[src/hw/rtl/sbo_pkg.sv]
`timescale 1ns / 1ps
// ----------------------------------------------------------------------------
// sbo_pkg
// shared constants and types of the segment box occlusion test
// ----------------------------------------------------------------------------
package sbo_pkg;

    localparam int MAX_BOXES_DEF  = 16;
    localparam int COORD_BITS_DEF = 32;

    localparam int SLOT_W   = 4;
    localparam int SHRINK_W = 16;
    localparam int TRIM_W   = 24;
    localparam int CFG_W    = 24;
    localparam int T_FRAC   = 24;
    // slab parameter: sign, two integer bits, fraction
    localparam int T_W      = T_FRAC + 3;
    localparam int T_STEPS  = T_FRAC + 1;

    localparam logic OP_LOAD  = 1'b0;
    localparam logic OP_QUERY = 1'b1;

    localparam logic REG_BOX_SHRINK   = 1'b0;
    localparam logic REG_SEGMENT_TRIM = 1'b1;

    localparam logic [TRIM_W-1:0] TRIM_RESET   = 24'd17;
    localparam logic [SHRINK_W-1:0] SHRINK_RESET = 16'd1;

    typedef struct packed {
        logic            done;
        logic [T_W-1:0]  t;
    } div_res_t;

endpackage

[src/hw/rtl/sbo_div.sv]
`timescale 1ns / 1ps
// ----------------------------------------------------------------------------
// sbo_div
// restoring divider for slab parameters, one quotient bit per cycle
// ----------------------------------------------------------------------------
module sbo_div #(
    parameter int W = 35
) (
    input  logic                 clk,
    input  logic                 rst_n,
    input  logic                 start,
    input  logic signed [W-1:0]  num,
    input  logic signed [W-1:0]  den,
    output sbo_pkg::div_res_t    res
);

    localparam int CW = $clog2(sbo_pkg::T_STEPS);

    logic            busy_reg;
    logic            done_reg;
    logic            neg_reg;
    logic [W:0]      r_reg;
    logic [W-1:0]    ud_reg;
    logic [sbo_pkg::T_W-1:0] q_reg;
    logic [CW-1:0]   cnt_reg;

    logic [W-1:0]    un;
    logic [W-1:0]    ud;
    logic [W:0]      rs;
    logic [sbo_pkg::T_W-1:0] qs;

    assign un = num[W-1] ? W'(-num) : W'(num);
    assign ud = den[W-1] ? W'(-den) : W'(den);
    // integer bit step uses the remainder unshifted
    assign rs = (cnt_reg == '0) ? r_reg : {r_reg[W-1:0], 1'b0};
    assign qs = {q_reg[sbo_pkg::T_W-2:0], 1'b0};

    always_ff @(posedge clk or negedge rst_n)
    begin
        if (!rst_n)
        begin
            busy_reg <= 1'b0;
            done_reg <= 1'b0;
        end
        else
        begin
            done_reg <= 1'b0;
            if (start)
            begin
                neg_reg <= num[W-1] ^ den[W-1];
                ud_reg  <= ud;
                cnt_reg <= '0;
                if ({1'b0, un} >= {ud, 1'b0})
                begin
                    q_reg    <= sbo_pkg::T_W'(2) << sbo_pkg::T_FRAC;
                    done_reg <= 1'b1;
                end
                else
                begin
                    q_reg    <= '0;
                    r_reg    <= {1'b0, un};
                    busy_reg <= 1'b1;
                end
            end
            else if (busy_reg)
            begin
                if (rs >= {1'b0, ud_reg})
                begin
                    r_reg <= rs - {1'b0, ud_reg};
                    q_reg <= qs | sbo_pkg::T_W'(1);
                end
                else
                begin
                    r_reg <= rs;
                    q_reg <= qs;
                end
                cnt_reg <= cnt_reg + CW'(1);
                if (cnt_reg == CW'(sbo_pkg::T_STEPS - 1))
                begin
                    busy_reg <= 1'b0;
                    done_reg <= 1'b1;
                end
            end
        end
    end

    assign res.done = done_reg;
    assign res.t    = neg_reg ? -q_reg : q_reg;

    a_done_single: assert property (@(posedge clk) disable iff (!rst_n)
        done_reg |=> !done_reg || $past(start))
        else $error("divider done held without a new start");
    a_no_busy_done: assert property (@(posedge clk) disable iff (!rst_n)
        $rose(done_reg) |-> !busy_reg)
        else $error("divider done while still iterating");
    a_cnt_range: assert property (@(posedge clk) disable iff (!rst_n)
        busy_reg |-> cnt_reg <= CW'(sbo_pkg::T_STEPS - 1))
        else $error("divider step count out of range");

endmodule

[config.mk]
export PLATFORM = sky130hd
export DESIGN_NAME = sbo_div
export DESIGN_NICKNAME = d
export VERILOG_FILES = /design/src/hw/rtl/sbo_pkg.sv /design/src/hw/rtl/sbo_div.sv
export SDC_FILE = /design/constraint.sdc
export NUM_CORES = 1
export LEC_CHECK = 0
export BUFFER_PORTS_ARGS = -buffer_cell sky130_fd_sc_hd__buf_4
export CAP_MARGIN = 0
export CORE_UTILIZATION = 36
export DETAILED_ROUTE_END_ITERATION = 8
export MAX_ROUTING_LAYER = met4
export PLACE_DENSITY = 0.53
export SETUP_SLACK_MARGIN = 0.02
export SYNTH_ARGS = -nofsm -noshare
export SYNTH_HDL_FRONTEND = slang
export SYNTH_SLANG_ARGS = --single-unit
export TNS_END_PERCENT = 50
[constraint.sdc]
create_clock -name clk -period 8.1 [get_ports clk]
set_input_delay 0 -clock clk [delete_from_list [all_inputs] [get_ports clk]]
set_output_delay 0 -clock clk [all_outputs]
set_load 0.01 [all_outputs]
Yosys cells after proc, flatten, opt, wreduce, memory -nomap -nowiden
Cells that the tools add are included. W data, S select, Z words.

Bits in latches: 0. Bits of input ports: 73. Memories kept: 0. Memory bits (writable): 0. Output and inout bits: 28. Flip-flop bits (word level): 106. Logic and storage cells: 43. ROM bits: 0.

Multipliers: 0. Order comparisons: 2. Equality and inequality tests: 2. Muxes and demuxes: 21. Bitwise gates (word level): 1. $add $sub $neg: 5. Shift operators: 0. Reductions and logical operators: 5. Divide/modulo/power cells: 0.

Operator list (number): $mux W36 (5); $mux W27 (3); $mux W35 (2); $neg A35 Y35 (2); $ge A35 B36 Y1 (1); $ge A36 B35 Y1 (1); $sub A36 B35 Y36 (1); $neg A27 Y27 (1); $mux W26 (1); $mux W1 (9); $add A5 B1 Y5 const B (1); $eq A5 B5 Y1 const B (1); $logic_not A5 Y1 (1); $mux W5 (1); $reduce_and A2 Y1 (2); $reduce_and A3 Y1 (1); $ne A2 B2 Y1 const B (1); $reduce_bool A2 Y1 (1); $xor A1 B1 Y1 (1).

Depth between registers and ports, before layout
Gate-level depths: netlist (run 1).

Depth after elaboration: 6. Gate-level depth with buffers: 19. Gate-level depth less buffers: 17.

Worst setup path before layout (run 1)
OpenSTA, ideal clock, no wires.

Kind: in2reg. Start point: input port den[8]. End point: register r_reg[0], enable pin. Setup time: 0.433 ns. Data required time: 7.667 ns. Arrival: 4.907 ns. Cell stages on the path: 12. Path slack: 2.760 ns. Buffers on the path: 0. Cells stage by stage: or4_1 > or3_1 > or2_1 > or3_4 > o41ai_4 > xor2_1 > ha_1 > a21o_1 > a2111oi_0 > o311a_1 > a311oi_1 > nor2b_1.

Cells in the longest elaborated chain, start to end: 5.

RTL lines: start: declaration (RTL line sbo_div.sv:13) `input logic signed [W-1:0] den,`; $neg A35 Y35 (RTL line sbo_div.sv:33) `assign ud = den[W-1] ? W'(-den) : W'(den);`; $mux W35 (*) (RTL line sbo_div.sv:33); $ge A35 B36 Y1 (*) (RTL line sbo_div.sv:53) `if ({1'b0, un} >= {ud, 1'b0})`; $ne A2 B2 Y1 (no line) (*); $reduce_and A3 Y1 (no line) (*); end signal: assignment (RTL line sbo_div.sv:61) `r_reg <= {1'b0, un};`; end signal: assignment (RTL line sbo_div.sv:69) `r_reg <= rs - {1'b0, ud_reg};`; end signal: assignment (RTL line sbo_div.sv:74) `r_reg <= rs;`; end: declaration (RTL line sbo_div.sv:22) `logic [W:0] r_reg;`.

Every way passes the cells marked *; elsewhere a longest branch is shown, timed or not. A chain may end at the register's enable or synchronous reset.

Worst setup path after layout (run 1)
Start point: input port den[0]. End point: register r_reg[25], enable pin.

Same word-level chain as after synthesis.

==> key figures, run 1 <==
Setup path
  • Max stage delay on crit path: 0.78 ns
  • CP max FO: 19
  • Startpoint type of the worst setup path: input pin
  • Reg2reg path depth: 16
  • CP endpoint kind: flop
  • CP cell instances: dlygate4sd3_1 > buf_4 > inv_1 > ha_1 > nor3b_1 > nand2_1 > or4_4 > or4_1 > and2_1 > xnor2_1 > ha_1 > nand4_1 > nor4_1 > o21ai_0 > nand2_1 > a2111oi_0 > o311a_1 > a311oi_1 > nor2b_4 > buf_4
  • Crit Path Class: input pin to flop
  • CP arrival: 5.79 ns
  • Slowest cell on crit path: a311oi_1
  • CP required: 8.19 ns

Die
  • Rows: 60
  • Starting utilization of the core area: 0.3675
  • Die Span X: 167.9 µm
  • Die Y: ~170 µm
  • Die Area: ~0.028 mm²
  • IO Count: roughly 100
  • Core area: 0.02695 mm²

Clock tree
  • CTS Buf Count: 9
  • Clk pin slew, worst setup/hold paths: approximately 0.070 ns
  • H-tree lvl count: 3
  • Worst-Skew Late Latency: around 0.37 ns
  • TritonCTS clock tree: yes
  • Clk root buf: clkbuf_16
  • Post-CTS setup buffers: 0
  • Max clock buf depth: 2
  • CTS Sinks: between 100 and 150

Finish
  • Max reg flops: 36
  • Area grow syn2layout: 15.92%
  • N_diodes: 0
  • Share of layout cells above drive strength 1: 0.1586
  • Final core occ: 0.4260
  • Most common cell after layout, fill and taps aside: buf_4
  • Final nets: 1341
  • Fill cell count: 2666
  • Most frequent cells in the layout: buf_4 (106), edfxtp_1 (104), nand2_1 (102), inv_1 (82), xnor2_1 (77)

Job
  • Max_cap viols: 0

STA
  • Final setup viols: 0
  • Setup ws final: 2.400 ns
  • Fin Clk Skew: 0.01789 ns
  • Actual slew at the worst max-slew pin: around 1 ns
  • Hold slack: 0.003460 ns
  • Max Slew Vio Count: 0
  • Max Clk Rate: 175.4 MHz
  • Tmin final: between 5 and 6 ns
  • Fraction of the cycle the final worst path needs: 0.7037
  • Final hold vios: 0
  • Final setup TNS: 0 ns
  • Rel. slew slack: 0.3354
  • Unrepaired setup endpoints after global routing: no

Synthesis
  • Synth top area share: 0.3153
  • Seq/Total Area, Yosys: 0.3203
  • Netlist cell types: 74
  • Post-Synthesis Cells: 1094
  • Synth top area cells: edfxtp_1 (32%), ha_1 (9.3%), xnor2_1 (6.8%), mux2_2 (4.0%), nand2_1 (3.9%)
  • Ys flop type: edfxtp_1
  • Mapped Avg Cell Area: 9.055 µm²
  • Area leader, netlist: edfxtp_1
  • Synthesis Warnings: 0
  • #FFs+latches synth: 106
  • Post-synth EDFFs: 104
  • Syn nets: 1242
  • Cell Area, Synth: 0.009906 mm²
  • Post-synth ARST share: 0.01887

Drt
  • DR iter-0 viols: 498
  • DRT Pass-1 Iters: 5
  • ANT nets after route: 0
  • WL/cell: 17.66 µm
  • Post-route DRC: 0
  • Vias/cell: 5.437
  • Vias: 8367
  • Final WL: approximately 27 mm

Power
  • Clock network fraction of design power: 0.188
  • Switching Fraction: 0.3862
  • Peak VDD IR: 0.1129 mV
  • Switch Pwr: 842.7 µW
  • Leak: 4.643 nW
  • Logic pwr share: 0.476
  • PD cells: 190.0 mW/mm²
  • Internal power: 1.339 mW
  • Tot Pwr: approximately 2.2 mW
  • Part of the power in registers: 0.335

Global route
  • First-pass GRT wire length: 43.39 mm
  • Largest net degree at the start of global routing: 62
  • Grt ovf: 0
  • All-Layer GR Usage: 0.2000
  • Initial antenna violation count: 0
  • Vias in the first global route: 8096

Place
  • Final HPWL DP: 20.92 mm
  • Place WS: 2.492 ns
  • GP Congestion: ~0.91
  • PortBufs: 100

Hold path
  • Hold path depth: 3
  • Worst Hold Class: input pin to flop

Outcome
  • Outcome: complete, no violations
## routing by layer
| layer | up-vias | wire length, µm | global-route usage |
|---|---|---|---|
| met2 | 214 | 11710 | 0.3067 |
| met1 | 3920 | 13830 | 0.2811 |
| li1 | 4207 | - | - |
| met4 | 0 | 423 | 0.05584 |
| met3 | 26 | 1215 | 0.01763 |
| met5 | - | 0 | - |
## worst max-delay path: cells and delay by family
family / cells / cell delay [ns]
and+or+nand+nor: 9 / 2.63
xor gates and xnor gates: 1 / 0.14
AOI/OAI and AO/OA: 4 / 1.47
adders and majority gates: 2 / 0.45
buffers and inverters: 4 / 1.08
## through the flow
stage / cell area [µm²] / std cells
2_1_floorplan: 9906 / 1094
3_3_place_gp: 10980 / 1499
3_5_place_dp: 10980 / 1499
4_1_cts: 11480 / 1539
5_1_grt: 11480 / 1539
6_report: 11480 / 1539
## cells by family (layout without fill, tap and decap cells)
logic type / count (synthesis) / in the layout / synth area share
muxes: 42 / 42 / 0.04686
adders and majority gates: 75 / 75 / 0.09549
AOI/OAI and AO/OA: 282 / 282 / 0.1994
xor gates and xnor gates: 120 / 120 / 0.1061
and+or+nand+nor: 344 / 344 / 0.1832
buffers and inverters: 125 / 229 / 0.04863
DFF: 106 / 106 / 0.3203
## synthesized netlist by cell type, drive strengths merged, types with 3 or more instances
cell type,count
nor2b,34
and4,5
clkbuf,34
nand4,14
o21a,12
ha,74
and3,9
nand2,102
a2111oi,6
and2,8
o21ai,55
nor3,19
edfxtp,104
a31oi,25
nor2,66
o311ai,3
buf,8
or3,11
o22ai,4
a311oi,3
o41ai,14
o21bai,6
or2,8
o31ai,23
a21boi,6
mux2i,7
xor2,43
nor3b,3
a211oi,4
nand3,20
mux2,35
a21o,35
a21oi,56
nand2b,11
o211ai,6
nor4b,3
or4,17
o31a,9
inv,83
xnor2,77
nor4,8
## worst paths after layout
path / slack (ns) / startpoint / endpoint
hold / removal: 0.003 / den[2] / ud_reg[2]$_DFFE_PP_
min in group asynchronous: 0.04 / rst_n / done_reg$_DFF_PN0_
hold reg to reg: 0.62 / q_reg[1]$_SDFFCE_PP0P_ / q_reg[2]$_SDFFCE_PP0P_
setup reg to reg: 2.96 / cnt_reg[0]$_SDFFCE_PP0P_ / r_reg[1]$_DFFE_PP_
setup / recovery: 2.40 / den[0] / r_reg[25]$_DFFE_PP_
max in group asynchronous: 7.93 / rst_n / busy_reg$_DFFE_PN0P_
## area by class of cell
cell class              instances  area [µm²]  area share
repair buffers                130        1036     0.09022
flip-flops and latches        106        3173      0.2763
clock buffers                  11       232.7     0.02027
multi-input cells             863        6271      0.5461
inverters                      83       311.5     0.02713
well taps                     341       426.7     0.03716
clock inverters                 5       31.28    0.002724
## power groups by stage
stage / Combinational (mW) / Clock, mW / Sequential [mW]
2_1_floorplan: 0.742 / 0 / 0.725
3_3_place_gp: 1.02 / 0 / 0.741
3_5_place_dp: 1.02 / 0 / 0.743
4_1_cts: 1.03 / 0.423 / 0.731
5_1_grt: 1.15 / 0.435 / 0.739
6_report: 1.04 / 0.411 / 0.731
## timing repair
action,4_1_cts,5_1_grt
gates resized for setup,0,0
hold buffers,24,0
hold endpoints to repair,30,0
Power figures use the tool's default switching activity.
==> run 2: changes to the inputs <==
--- a/config.mk
+++ b/config.mk
@@ -5,12 +5,13 @@
 export SDC_FILE = /design/constraint.sdc
 export NUM_CORES = 1
 export LEC_CHECK = 0
+export ABC_AREA = 1
 export BUFFER_PORTS_ARGS = -buffer_cell sky130_fd_sc_hd__buf_4
 export CAP_MARGIN = 0
 export CORE_UTILIZATION = 36
 export DETAILED_ROUTE_END_ITERATION = 8
 export MAX_ROUTING_LAYER = met4
-export PLACE_DENSITY = 0.53
+export PLACE_DENSITY = 0.55
 export SETUP_SLACK_MARGIN = 0.02
 export SYNTH_ARGS = -nofsm -noshare
 export SYNTH_HDL_FRONTEND = slang
==> constraint.sdc (replaced) <==
create_clock -name clk -period 4.8 [get_ports clk]
set_input_delay 0 -clock clk [delete_from_list [all_inputs] [get_ports clk]]
set_output_delay 0 -clock clk [all_outputs]
set_load 0.01 [all_outputs]
==> key figures, run 2 <==
STA
  • Actual slew at the worst max-slew pin: 0.7280 ns (was 0.9970 ns)
  • Tmin final: 3.997 ns
  • Fin Clk Skew: 0.01406 ns (was 0.01789 ns)
  • Max Slew Vio Count: 0 (unchanged)
  • Hold slack: 0.009723 ns (was 0.003460 ns)
  • Unrepaired setup endpoints after global routing: no (unchanged)
  • Final hold vios: 0 (unchanged)
  • Rel. slew slack: 0.5147 (was 0.3354)
  • Max Clk Rate: 250.2 MHz
  • Final setup viols: 0 (unchanged)
  • Final setup TNS: 0 ns (unchanged)
  • Fraction of the cycle the final worst path needs: 0.8327

Setup path
  • CP endpoint kind: flop (unchanged)
  • Reg2reg path depth: 17 (was 16)
  • Startpoint type of the worst setup path: input pin (unchanged)
  • Slowest cell on crit path: dlygate4sd3_1 (was a311oi_1)
  • Crit Path Class: input pin to flop (unchanged)
  • CP arrival: 4.00 ns (was 5.79 ns)
  • Max stage delay on crit path: 0.53 ns (was 0.78 ns)
  • WP depth: 25 (was 20)
  • CP top delay family: simple AND/OR/NAND/NOR gates (unchanged)
  • CP Buf/Inv Count: 8 (was 4)
  • CP required: 4.80 ns (was 8.19 ns)
  • CP max FO: 36 (was 19)

Synthesis
  • Post-Synthesis Cells: 1706 (was 1094)
  • Synthesis Warnings: 0 (unchanged)
  • Synth top area share: 0.2790 (was 0.3153)
  • Post-synth EDFFs: 104 (unchanged)
  • Mapped Avg Cell Area: 6.560 µm² (was 9.055 µm²)
  • Synth top area cells: edfxtp_1 (28%), nand2_1 (16%), inv_1 (10%), ha_1 (8.3%), nor2_1 (6.8%) (was edfxtp_1 (32%), ha_1 (9.3%), xnor2_1 (6.8%), mux2_2 (4.0%), nand2_1 (3.9%))
  • Area leader, netlist: edfxtp_1 (unchanged)
  • Seq/Total Area, Yosys: 0.2835 (was 0.3203)
  • Most common cell in the netlist: nand2_1 (was edfxtp_1)
  • #FFs+latches synth: 106 (unchanged)
  • Most frequent cells after synthesis: nand2_1 (481), inv_1 (299), nor2_1 (202), nand3_1 (109), edfxtp_1 (104) (was edfxtp_1 (104), nand2_1 (102), inv_1 (83), xnor2_1 (77), ha_1 (74))
  • Ys flop type: edfxtp_1 (unchanged)
  • Netlist cell types: 46 (was 74)
  • Syn nets: 1854 (was 1242)
  • Post-synth ARST share: 0.01887 (unchanged)
  • Cell Area, Synth: 0.01119 mm² (was 0.009906 mm²)

Global route
  • All-Layer GR Usage: 0.2202 (was 0.2000)
  • Grt ovf: 0 (unchanged)
  • Largest net degree at the start of global routing: 70 (was 62)
  • GRT met3 Usage: 0.01428 (was 0.01763)
  • First-pass GRT wire length: 52.49 mm (was 43.39 mm)
  • Initial antenna violation count: 0 (unchanged)
  • GR Util met2: 0.3227 (was 0.3067)
  • Vias in the first global route: 9960 (was 8096)
  • GRT Max-Usage Layer: met2 (unchanged)
  • M1 GR Usage: 0.3216 (was 0.2811)

Drt
  • Final WL: 33.14 mm (was 27.18 mm)
  • DR iter-0 viols: 670 (was 498)
  • Vias/cell: 4.904 (was 5.437)
  • Post-route DRC: 0 (unchanged)
  • Vias: 10.74k (was 8367)
  • ANT nets after route: 0 (unchanged)
  • DRT Pass-1 Iters: 5 (unchanged)
  • WL/cell: 15.13 µm (was 17.66 µm)

Power
  • Leak: 6.406 nW (was 4.643 nW)
  • Logic pwr share: 0.542 (was 0.476)
  • Clock network fraction of design power: 0.165 (was 0.188)
  • Peak VDD IR: 0.1685 mV (was 0.1129 mV)
  • PD cells: 342.7 mW/mm² (was 190.0 mW/mm²)
  • Part of the power in registers: 0.293 (was 0.335)
  • Internal power: 2.397 mW (was 1.339 mW)
  • Switch Pwr: 1.932 mW (was 842.7 µW)
  • Switching Fraction: 0.4463 (was 0.3862)

Die
  • Die Span X: 178.3 µm (was 167.9 µm)
  • Starting utilization of the core area: 0.3659 (was 0.3675)
  • Die Y: 178.3 µm (was 167.9 µm)
  • Rows: 64 (was 60)
  • Die Area: 0.03180 mm² (was 0.02818 mm²)
  • IO Count: 101 (unchanged)
  • Core area: 0.03059 mm² (was 0.02695 mm²)

Finish
  • Area of the multi-input gates: 0.006663 mm² (was 0.006271 mm²)
  • Area grow syn2layout: 12.85% (was 15.92%)
  • Final nets: 1937 (was 1341)
  • Max reg flops: 36 (unchanged)
  • Most frequent cells in the layout: nand2_1 (481), inv_1 (299), nor2_1 (202), nand3_1 (109), buf_4 (107) (was buf_4 (106), edfxtp_1 (104), nand2_1 (102), inv_1 (82), xnor2_1 (77))
  • Most common cell after layout, fill and taps aside: nand2_1 (was buf_4)
  • N_diodes: 0 (unchanged)
  • Fill cell count: 3268 (was 2666)
  • Finished layout cell area: 0.01263 mm² (was 0.01148 mm²)
  • FF/Latch Area: 0.003173 mm² (unchanged)
  • Share of layout cells above drive strength 1: 0.08027 (was 0.1586)

Clock tree
  • Worst-Skew Late Latency: 0.36 ns (was 0.37 ns)
  • Clk root buf: clkbuf_16 (unchanged)
  • CTS Buf Count: 9 (unchanged)
  • TritonCTS clock tree: yes (unchanged)
  • H-tree lvl count: 3 (unchanged)
  • Max clock buf depth: 2 (unchanged)
  • CTS Sinks: 106 (unchanged)
  • Post-CTS setup buffers: 0 (unchanged)
  • CTS resizes: 0 (unchanged)
  • Clk pin slew, worst setup/hold paths: 0.08 ns (was 0.07 ns)
  • CTS Hold Bufs: 6 (was 24)

Place
  • PortBufs: 100 (unchanged)
  • GP Congestion: 0.9472 (was 0.9121)
  • Final HPWL DP: 27.66 mm (was 20.92 mm)
  • Placed cell area: 0.01229 mm² (was 0.01098 mm²)

Hold path
  • Worst Hold Class: input pin to async pin (was input pin to flop)

Outcome
  • Outcome: complete, no violations (unchanged)

Job
  • Max_cap viols: 0 (unchanged)
==> run 2: per-layer routing <==
metal | vias up | share of wire
li1 | 5573 | -
met1 | 4860 | 0.52
met2 | 264 | 0.42
met3 | 43 | 0.038
met4 | 0 | 0.022
met5 | - | 0
==> run 2: worst paths after layout <==
check	endpoint	slack, ns	from
worst max-delay path	r_reg[13]$_DFFE_PP_	0.80	den[0]
worst min-delay path	busy_reg$_DFFE_PN0P_	0.01	rst_n
worst max register to register	r_reg[2]$_DFFE_PP_	0.93	cnt_reg[1]$_SDFFCE_PP0P_
worst min register to register	q_reg[2]$_SDFFCE_PP0P_	0.59	q_reg[1]$_SDFFCE_PP0P_
max in group asynchronous	done_reg$_DFF_PN0_	4.65	rst_n
min in group clk	ud_reg[7]$_DFFE_PP_	0.02	den[7]
==> run 2: power by group through the flow <==
| stage | clock network, mW | logic, mW | registers (mW) |
|---|---|---|---|
| after floorplan | 0 | 1.69 | 1.27 |
| after CTS | 0.731 | 2.33 | 1.27 |
| after global placement | 0 | 2.31 | 1.29 |
| after detailed placement | 0 | 2.31 | 1.29 |
| final | 0.713 | 2.35 | 1.27 |
| after global routing | 0.759 | 2.66 | 1.29 |
==> run 2: worst reg2reg max path: cells and delay by family, from the launching register on <==
kind                     cells  cell delay, ns
multiplexers                 1            0.45
buffers and inverters        4            0.79
AND/OR/NAND/NOR             10            1.32
flip-flops                   1            0.39
adder cells (fa/ha/maj)      2            0.65
==> run 2: area by class of cell <==
class,instances,share of cell area
Clock buffer,9,0.01783
Clock inverter,7,0.004161
Inverter,303,0.09005
Multi-Input combinational cell,1255,0.5275
Sequential cell,106,0.2512
Tap cell,396,0.03923
Timing Repair Buffer,114,0.06994
==> run 2: logic make-up (layout without fill, tap and decap cells) <==
kind of cell    count (synthesis)  in the layout  share of synthesized area
flops                         106            106                     0.2835
fa+ha+maj                      75             75                    0.08452
buf+inv                       345            433                     0.1212
compound gates                171            171                    0.08228
mux                             1              1                   0.001006
simple gates                  900            900                     0.3430
xor+xnor                      108            108                    0.08452
==> run 2: through the flow <==
| step | setup slack (ns) | instances | power [mW] | utilization |
|---|---|---|---|---|
| floorplan | 1.427 | 1706 | 2.954 | - |
| global placement | 1.022 | 2168 | 3.599 | 0.4018 |
| detailed placement | 0.9857 | 2168 | 3.601 | 0.4018 |
| CTS | 0.8269 | 2190 | 4.331 | 0.4129 |
| global route | 0.3702 | 2190 | 4.710 | 0.4129 |
| finish | 0.8031 | 2190 | 4.328 | 0.4129 |
==> run 3: changes to the inputs <==
--- a/config.mk
+++ b/config.mk
@@ -11,7 +11,7 @@
 export CORE_UTILIZATION = 36
 export DETAILED_ROUTE_END_ITERATION = 8
 export MAX_ROUTING_LAYER = met4
-export PLACE_DENSITY = 0.55
+export PLACE_DENSITY = 0.53
 export SETUP_SLACK_MARGIN = 0.02
 export SYNTH_ARGS = -nofsm -noshare
 export SYNTH_HDL_FRONTEND = slang
==> constraint.sdc (replaced) <==
create_clock -name clk -period 4 [get_ports clk]
set_input_delay 0 -clock clk [delete_from_list [all_inputs] [get_ports clk]]
set_output_delay 0 -clock clk [all_outputs]
set_load 0.01 [all_outputs]
==> key figures, run 3 (same netlist as run 2, synthesis figures left out) <==
Outcome
  • Outcome: complete, no violations (unchanged)

Finish
  • Area grow syn2layout: 14.48% (was 12.85%)
  • Fill cell count: 3333 (was 3268)
  • Most common cell after layout, fill and taps aside: nand2_1 (unchanged)
  • FF/Latch Area: 0.003173 mm² (unchanged)
  • Final nets: 1947 (was 1937)
  • N_diodes: 0 (unchanged)
  • Max reg flops: 36 (unchanged)
  • Final core occ: 0.4188 (was 0.4129)
  • Most frequent cells in the layout: nand2_1 (481), inv_1 (297), nor2_1 (201), buf_4 (113), nand3_1 (108) (was nand2_1 (481), inv_1 (299), nor2_1 (202), nand3_1 (109), buf_4 (107))
  • Area of the multi-input gates: 0.006683 mm² (was 0.006663 mm²)
  • Share of layout cells above drive strength 1: 0.08814 (was 0.08027)

STA
  • Tmin final: ~3.7 ns
  • Actual slew at the worst max-slew pin: 0.7308 ns (was 0.7280 ns)
  • Final hold vios: 0 (unchanged)
  • Max Slew Vio Count: 0 (unchanged)
  • Fraction of the cycle the final worst path needs: 0.9179
  • Unrepaired setup endpoints after global routing: no (unchanged)
  • Final setup viols: 0 (unchanged)
  • Final setup TNS: 0 ns (unchanged)
  • Max Clk Rate: 272.4 MHz
  • Fin Clk Skew: 0.02147 ns (was 0.01406 ns)
  • Setup ws final: 0.3283 ns (was 0.8031 ns)
  • Rel. slew slack: 0.5128 (was 0.5147)

Die
  • IO Count: 101 (unchanged)
  • Core area: 0.03059 mm² (unchanged)
  • Starting utilization of the core area: 0.3659 (unchanged)
  • Die Y: 178.3 µm (unchanged)
  • Die Area: 0.03180 mm² (unchanged)
  • Rows: 64 (unchanged)
  • Die Span X: 178.3 µm (unchanged)

Setup path
  • Crit path launch: cnt_reg[1]$_SDFFCE_PP0P_ (was den[0])
  • Crit Path Class: flop to flop (was input pin to flop)
  • CP cell instances: inv_1 > ha_1 > nand2_1 > inv_2 > nand3_2 > buf_12 > o21ai_0 > ha_1 > nand2_1 > nor2_1 > nand2_1 > nor3_1 > nand2_1 > nand3_1 > a21oi_4 > buf_4 > nand3_1 > nand3_1 > nand2_1
  • RR Startpoint: cnt_reg[1]$_SDFFCE_PP0P_ (unchanged)
  • CP endpoint kind: flop (unchanged)
  • CP Buf/Inv Count: 4 (was 8)
  • CP required: 4.11 ns (was 4.80 ns)
  • CP top delay family: simple AND/OR/NAND/NOR gates (unchanged)
  • Max stage delay on crit path: 0.43 ns (was 0.53 ns)
  • Startpoint type of the worst setup path: flop (was input pin)
  • CP arrival: 3.79 ns (was 4.00 ns)
  • Slowest cell on crit path: o21ai_0 (was dlygate4sd3_1)
  • CP most frequent cell: nand2_1
  • CP max FO: 69 (was 36)

Clock tree
  • Clk pin slew, worst setup/hold paths: 0.09 ns (was 0.08 ns)
  • Clk root buf: clkbuf_16 (unchanged)
  • Max clock buf depth: 2 (unchanged)
  • CTS Buf Count: 9 (unchanged)
  • CTS Sinks: 106 (unchanged)
  • TritonCTS clock tree: yes (unchanged)
  • Worst-Skew Late Latency: 0.36 ns (about the same)
  • H-tree lvl count: 3 (unchanged)

Power
  • Leak: 6.498 nW (was 6.406 nW)
  • Peak VDD IR: 0.2057 mV (was 0.1685 mV)
  • PD cells: 418.2 mW/mm² (was 342.7 mW/mm²)
  • Tot Pwr: 5.358 mW (was 4.328 mW)

Drt
  • ANT nets after route: 0 (unchanged)
  • DR iter-0 viols: 737 (was 670)
  • Post-route DRC: 0 (unchanged)
  • Final WL: 34.54 mm (was 33.14 mm)
  • DRT Pass-1 Iters: 7 (was 5)
  • Vias: 10.76k (was 10.74k)
  • Vias/cell: 4.890 (was 4.904)
  • WL/cell: 15.70 µm (was 15.13 µm)

Global route
  • Grt ovf: 0 (unchanged)
  • Initial antenna violation count: 0 (unchanged)
  • Vias in the first global route: 10.05k (was 9960)
  • First-pass GRT wire length: 53.80 mm (was 52.49 mm)
  • All-Layer GR Usage: 0.2274 (was 0.2202)
  • Largest net degree at the start of global routing: 70 (unchanged)

Place
  • Place WS: 0.2136 ns (was 0.9857 ns)
  • Final HPWL DP: 28.41 mm (was 27.66 mm)
  • GP Congestion: 0.9357 (was 0.9472)
  • PortBufs: 100 (unchanged)

Hold path
  • Worst Hold Class: input pin to flop (was input pin to async pin)
  • Hold path startpoint: den[2]

Job
  • Max_cap viols: 0 (unchanged)
run 3: changes by cell type in the layout (fill, tap and decap cells not counted), sizes merged:
cell         before  now
buf             108  116
clkinvlp          2    0
bufinv            0    1
clkbuf            9   10
dlygate4sd3       6    7
inv             304  305
run 3: metal layers:
layer  part of all wire  wire, µm  track usage
met1               0.53     18160       0.3427
met2               0.41     14030       0.3159
met3              0.048      1667      0.02408
met4              0.020       681      0.06285
met5                  0         0            -
run 3: repair_timing:
action,in CTS,in global routing
resized for setup,0,8
hold buffers,7,0
endpoints found under the setup margin,0,36
buffers inserted,0,1
endpoints found under the hold margin,12,0
run 3: final timing paths:
check	depth (start not counted)	end	slack, ns
setup reg to reg	19	r_reg[31]$_DFFE_PP_	0.33
hold / removal	3	ud_reg[2]$_DFFE_PP_	0.008
setup / recovery	19	r_reg[31]$_DFFE_PP_	0.33
min in group asynchronous	3	done_reg$_DFF_PN0_	0.62
hold reg to reg	2	q_reg[2]$_SDFFCE_PP0P_	0.59
max in group asynchronous	3	busy_reg$_DFFE_PN0P_	3.25
run 3: final cells by class:
class	instances	area share
inverters	303	0.08877
clock buffers	9	0.01758
clock inverters	7	0.007422
multi-input cells	1255	0.5216
flip-flops and latches	106	0.2477
repair buffers	124	0.07832
well taps	396	0.03867
run 3: power by group:
part           switching (mW)  leakage [nW]  internal (mW)  total [mW]
Sequential             0.0787          1.05           1.44        1.52
Clock                   0.455         0.157          0.505       0.961
Combinational            1.85          5.29           1.02        2.88
run 3: per-stage QoR:
stage                     cells  hold WS [ns]  cell area (µm²)
after floorplan            1706       -0.2956            11190
after global placement     2175       -0.1774            12370
after detailed placement   2175       -0.1725            12370
after CTS                  2198      0.003070            12760
after global routing       2200       0.02586            12810
final                      2200      0.007789            12810
run 3: worst reg2reg max path, stage by stage, from the launching register on:
cell,delay (ns)
edfxtp_1,0.42
inv_1,0.12
ha_1,0.15
nand2_1,0.06
inv_2,0.07
nand3_2,0.08
buf_12,0.20
o21ai_0,0.46
ha_1,0.37
nand2_1,0.12
nor2_1,0.09
nand2_1,0.07
nor3_1,0.07
nand2_1,0.07
nand3_1,0.11
a21oi_4,0.23
buf_4,0.42
nand3_1,0.17
nand3_1,0.12
nand2_1,0.05
